$ cat src/efc_delay.sv
// Enable-gated delay line that keeps side data aligned with the pipeline.
// Depends on nothing beyond its parameters.
`timescale 1ns / 1ps

module efc_delay #(
    parameter int WIDTH = 48,
    parameter int DEPTH = 1
) (
    input  logic             i_clk,
    input  logic             i_en,
    input  logic [WIDTH-1:0] i_d,
    output logic [WIDTH-1:0] o_q
);

    logic [WIDTH-1:0] r_sr [0:DEPTH-1];

    always_ff @(posedge i_clk) begin
        if (i_en) begin
            r_sr[0] <= i_d;
            for (int k = 1; k < DEPTH; k++) begin
                r_sr[k] <= r_sr[k-1];
            end
        end
    end

    assign o_q = r_sr[DEPTH-1];

endmodule

$ cat config.mk
export PLATFORM = sky130hd
export DESIGN_NAME = efc_delay
export DESIGN_NICKNAME = d
export VERILOG_FILES = /design/src/efc_delay.sv
export SDC_FILE = /design/constraint.sdc
export NUM_CORES = 1
export LEC_CHECK = 0
export BUFFER_PORTS_ARGS = -buffer_cell sky130_fd_sc_hd__buf_2
export CAP_MARGIN = 30
export CORE_MARGIN = 8
export CORE_UTILIZATION = 36
export DETAILED_ROUTE_END_ITERATION = 6
export PLACE_DENSITY = 0.83
export SYNTH_ARGS = -nofsm -noshare
export SYNTH_HDL_FRONTEND = slang
export SYNTH_SLANG_ARGS = --single-unit
$ cat constraint.sdc
create_clock -name i_clk -period 0.8 [get_ports i_clk]
set_input_delay 0 -clock i_clk [delete_from_list [all_inputs] [get_ports i_clk]]
set_output_delay 0 -clock i_clk [all_outputs]
set_load 0.02 [all_outputs]
==> flow_summary.json, run 1 <==
{
  "hold_viol": 0,
  "grt_busiest_layer": "met2",
  "dp_cells": 197,
  "finalCritPeriodShare_pct": 109,
  "cts_root_buffer": "clkbuf_8",
  "post-cts-setup-buffer-count": 0,
  "routed_wl_um": 4100,
  "drv_slew": 0,
  "required_ps": 800,
  "synth_area_um2": 1440,
  "clkSinkCount": 48,
  "yosys_warnings": 0,
  "p_leak_nw": 1.20,
  "tightest_slew_ps": 151,
  "drt_iter0_drc": 56,
  "synth_commonest_cells": "48 x edfxtp_1",
  "vias_per_cell": 4.17,
  "end_kind": "primary output",
  "syn_inst": 48,
  "io_buffers": 97,
  "htreeDepth": 2,
  "setup_slack_ps": -68.3,
  "initial_utilization_pct": 36.8,
  "critPathSlowestCell": "edfxtp_1",
  "grt_pass1_wl_um": 6130,
  "synthArstFlopShare_pct": 0,
  "ioPinCount": 98,
  "cts_buffers": 5,
  "violations": "setup timing",
  "first_pass_iters": 2,
  "min_period_ps": 868,
  "met3_usage_pct": 8.92,
  "die_y_um": 79.3,
  "cts_tree": "yes",
  "min-delay-start": "i_en",
  "worstHoldPathCells": 2,
  "fin_cells": 254,
  "status": "complete, but fails checks",
  "gp_congestion": 0.646,
  "netlist_top_cells_area": "edfxtp_1 100%",
  "ant_nets": 0,
  "regMostFlops": "r_sr",
  "hold_end": "r_sr[0][12]",
  "crit_type": "register to primary output",
  "synth_edf_count": 48,
  "synth_largest_area_cell": "edfxtp_1",
  "grt_max_degree": 28,
  "num_vias": 1058,
  "grt_util_all_layers_pct": 13.2,
  "syn_nets": 98,
  "rsz0062_at_grt": "true",
  "drive_above_1_share_pct": 51.2,
  "start_kind": "register",
  "die-area_um2": 6280,
  "drc": 0,
  "synth.avg_cell_area_um2": 30.0,
  "cts_buffer_depth": 2,
  "gr-total-overflow": 0,
  "wl_per_cell_um": 16.2,
  "setup_viol": 48,
  "grtUsageMet1_pct": 10.4,
  "cellPowerDensity_nw_per_um2": 1900,
  "core_area_um2": 3910,
  "synthMostInstantiatedCell": "edfxtp_1",
  "largest_reg_flops": 48,
  "cp.buffers_inverters": 1,
  "max_stage_delay_ps": 420,
  "synthFlopType": "edfxtp_1",
  "die_w_um": 79.3,
  "fin_util_pct": 72.8,
  "grtUsageMet2_pct": 24.2,
  "drv_cap": 0,
  "fmax_ghz": 1.15,
  "multi_input_gates": 0,
  "ys_types": 1,
  "ir_drop_uv": 1240,
  "grt_pass1_vias": 1236,
  "clk_pin_slew_ps": 80,
  "synth_top_area_share_pct": 100,
  "ys_ff_latch": 48,
  "critPathMaxFanout": 1,
  "arrival_ps": 870,
  "crit_chain": "buf_6",
  "relSlewSlack_pct": 89.9,
  "multi_input_area_um2": 0,
  "seq_area_frac_synth_pct": 100,
  "hold_class": "input port to register",
  "reg.largest.list": "r_sr (48)",
  "area_delta_synth_final_pct": 97.6,
  "antenna_found_initial": 1,
  "fin_nets": 252,
  "critical-path-top-delay-family": "flip-flops",
  "rows": 23
}
-- power breakdown --
group / internal, mW / total (mW) / switching [mW]
registers: 2.99 / 3.07 / 0.0842
logic: 0.565 / 1.01 / 0.441
clock network: 0.609 / 1.33 / 0.721
-- worst max-delay path by stage --
stage	cells past startpoint	to	slack, ps	from
floorplan	0	o_q[0]	350	r_sr[0][0]
global placement	2	r_sr[0][2]	150	i_en
detailed placement	2	r_sr[0][24]	150	i_en
CTS	1	o_q[18]	-70	r_sr[0][18]
global route	1	o_q[16]	-110	r_sr[0][16]
finish	1	o_q[21]	-70	r_sr[0][21]
-- per-stage QoR --
stage,instance area (µm²),power [mW],TNS (ps),setup slack (ps),hold WS [ps]
after floorplan,1440,3.36,0,351,98.9
after global placement,2030,3.70,0,154,176
after detailed placement,2030,3.73,0,147,178
after CTS,2680,5.32,-1680,-69.3,152
after global routing,2850,5.63,-3170,-111,159
final,2850,5.41,-1170,-68.3,154
-- repair_timing --
item	in CTS	in global routing
gates resized for setup	30	56
endpoints found under the setup margin	48	48
hold endpoints to repair	48	0
hold buffers	48	0
-- final cells by class --
| cell class | count | area (µm²) |
|---|---|---|
| diodes | 1 | 2.50 |
| clock buffers | 7 | 76.3 |
| clock inverters | 1 | 3.75 |
| fillers | 249 | 1070 |
| flip-flops and latches | 48 | 1440 |
| well taps | 50 | 62.6 |
| repair buffers | 147 | 1260 |
-- cells by family after synthesis --
kind of cell / share of synthesized area (%)
DFF: 100
-- per-layer routing --
layer	share of wire, %	up-vias
met5	0	-
met4	2.4	0
met3	13	10
met2	55	59
met1	30	489
li1	-	500
-- cells in the final DEF, fill, tap and decap left out --
master         netlist  layout
buf_6                0      40
buf_2                0      55
clkinv_1             0       1
clkbuf_1             0       2
buf_12               0       2
clkbuf_8             0       5
dlygate4sd3_1        0      48
diode_2              0       1
buf_4                0       2
edfxtp_1            48      48
Note: power is estimated with default switching activity, not from simulation.
==> run 2: changes to the inputs <==
CORE_UTILIZATION = 38   (was 36)
CTS_BUF_LIST = sky130_fd_sc_hd__clkbuf_4   (was not set)
CTS_CLUSTER_SIZE = 14   (was not set)
GPL_TIMING_DRIVEN = 0   (was not set)
PLACE_DENSITY = 0.86   (was 0.83)
==> run 2 against run 1 <==
Effect of this change:
- the run still ends with setup timing left
- via count increased by 0.47%
- global-route usage increased by 1.3 points
- sequential cell count unchanged
- clock power decreased by 19%
- maximum frequency decreased by 8.2%
- combinational power about the same
- utilization increased by 3.2 points
- first-iteration DRC count increased by 66%
- setup slack got worse by 77 ps
- critical path type unchanged
- largest cell class unchanged
==> flow_summary.json, run 2 (same netlist as run 1, synthesis figures left out) <==
{
  "drv_cap": 0,
  "rsz0062_at_grt": "true",
  "drive_above_1_share_pct": 52.0,
  "critical-path-top-delay-family": "flip-flops",
  "required_ps": 800,
  "antenna_found_initial": 0,
  "hold_end": "r_sr[0][7]",
  "fin_nets": 251,
  "grt_pass1_vias": 1280,
  "setup_slack_ps": -146,
  "regMostFlops": "r_sr",
  "vias_per_cell": 4.25,
  "htreeDepth": 2,
  "clk_pin_slew_ps": 120,
  "dp_cells": 193,
  "die_y_um": 77.6,
  "num_vias": 1063,
  "gr-total-overflow": 0,
  "reg.largest.list": "r_sr (48)",
  "crit_type": "register to primary output",
  "drv_slew": 0,
  "hold_viol": 0,
  "routed_wl_um": 4410,
  "setup_viol": 48,
  "fin_cells": 250,
  "ant_nets": 0,
  "largest_reg_flops": 48,
  "fin_util_pct": 76.0,
  "antenna_cells": 0,
  "violations": "setup timing",
  "drc": 0,
  "min-delay-start": "i_en",
  "final_common_cell": "buf_2",
  "fillCellCount": 227,
  "end_kind": "primary output",
  "pre_cts_ws_ps": -377,
  "cellPowerDensity_nw_per_um2": 1850,
  "io_buffers": 97,
  "final_cell_mix": "59 x buf_2, 48 x dlygate4sd3_1, 48 x edfxtp_1",
  "multi_input_gates": 0,
  "worstHoldPathCells": 1,
  "rows": 22,
  "min_period_ps": 946,
  "die-area_um2": 6020,
  "arrival_ps": 950,
  "critPathSlowestCell": "edfxtp_1",
  "start_kind": "register",
  "cts_root_buffer": "clkbuf_4",
  "die_w_um": 77.6,
  "cp.buffers_inverters": 1,
  "status": "complete, but fails checks",
  "multi_input_area_um2": 0,
  "cts_buffer_depth": 2,
  "finalCritPeriodShare_pct": 118,
  "core_area_um2": 3660,
  "critPathMaxFanout": 1,
  "wl_per_cell_um": 17.6,
  "crit_chain": "buf_6",
  "grt_max_degree": 49,
  "regArea_um2": 1440,
  "tightest_slew_ps": 402,
  "p_leak_nw": 1.18,
  "grt_pass1_wl_um": 6680,
  "cts_tree": "yes",
  "first_pass_iters": 4,
  "initial_utilization_pct": 39.4,
  "drt_iter0_drc": 93,
  "max_stage_delay_ps": 450,
  "grt_util_all_layers_pct": 14.4,
  "fmax_ghz": 1.06,
  "area_delta_synth_final_pct": 93.0,
  "ir_drop_uv": 1480,
  "ioPinCount": 98,
  "clkSinkCount": 48,
  "hold_class": "input port to register",
  "relSlewSlack_pct": 73.2,
  "cts_buffers": 5,
  "gp_congestion": 0.675,
  "setup_tns_ps": -4430
}
-- run 2: cell count changes in the layout (fill, tap and decap cells not counted), sizes merged --
cell and change:
buf -1, diode -1
-- run 2: stage by stage --
stage	cell area, µm²	power (mW)	hold slack (ps)
5_1_grt	2780	5.36	83.3
4_1_cts	2650	5.08	338
3_5_place_dp	1990	3.71	178
6_report	2780	5.14	102
2_1_floorplan	1440	3.36	98.9
3_3_place_gp	1990	3.68	176
-- run 2: area by class of cell --
cell class / count / area share [%]
clock inverters: 1 / 0.135
repair buffers: 146 / 44.0
well taps: 48 / 2.16
clock buffers: 7 / 1.89
flip-flops and latches: 48 / 51.8
-- run 2: where the power goes --
group | internal, mW | leakage (nW) | switching, mW
sequential | 2.99 | 0.470 | 0.0875
clock | 0.407 | 0.0338 | 0.670
combinational | 0.542 | 0.672 | 0.446
total | 3.94 | 1.18 | 1.20
-- run 2: worst max-delay path by stage --
stage / start / to / slack (ps) / depth (start not counted)
after global placement: i_en / r_sr[0][38] / -330 / 1
after CTS: r_sr[0][1] / o_q[1] / -140 / 1
final: r_sr[0][26] / o_q[26] / -150 / 1
after floorplan: r_sr[0][0] / o_q[0] / 350 / 0
after detailed placement: i_en / r_sr[0][38] / -380 / 1
after global routing: r_sr[0][26] / o_q[26] / -190 / 1
-- run 2: layer usage --
metal  wire (µm)  global-route usage [%]  vias to the layer above  part of all wire [%]
met4          70                    6.42                        0                   1.6
li1            -                       -                      500                     -
met1        1490                    12.8                      496                    34
met5           0                       0                        -                     0
met3         429                    7.37                        7                   9.7
met2        2420                    26.5                       60                    55
-- run 2: repair_timing --
action | in CTS | in global routing
setup buffers | 0 | 0
setup endpoints to repair | 48 | 48
gates resized for setup | 40 | 37
endpoints found under the hold margin | 48 | 0
hold buffers | 48 | 0
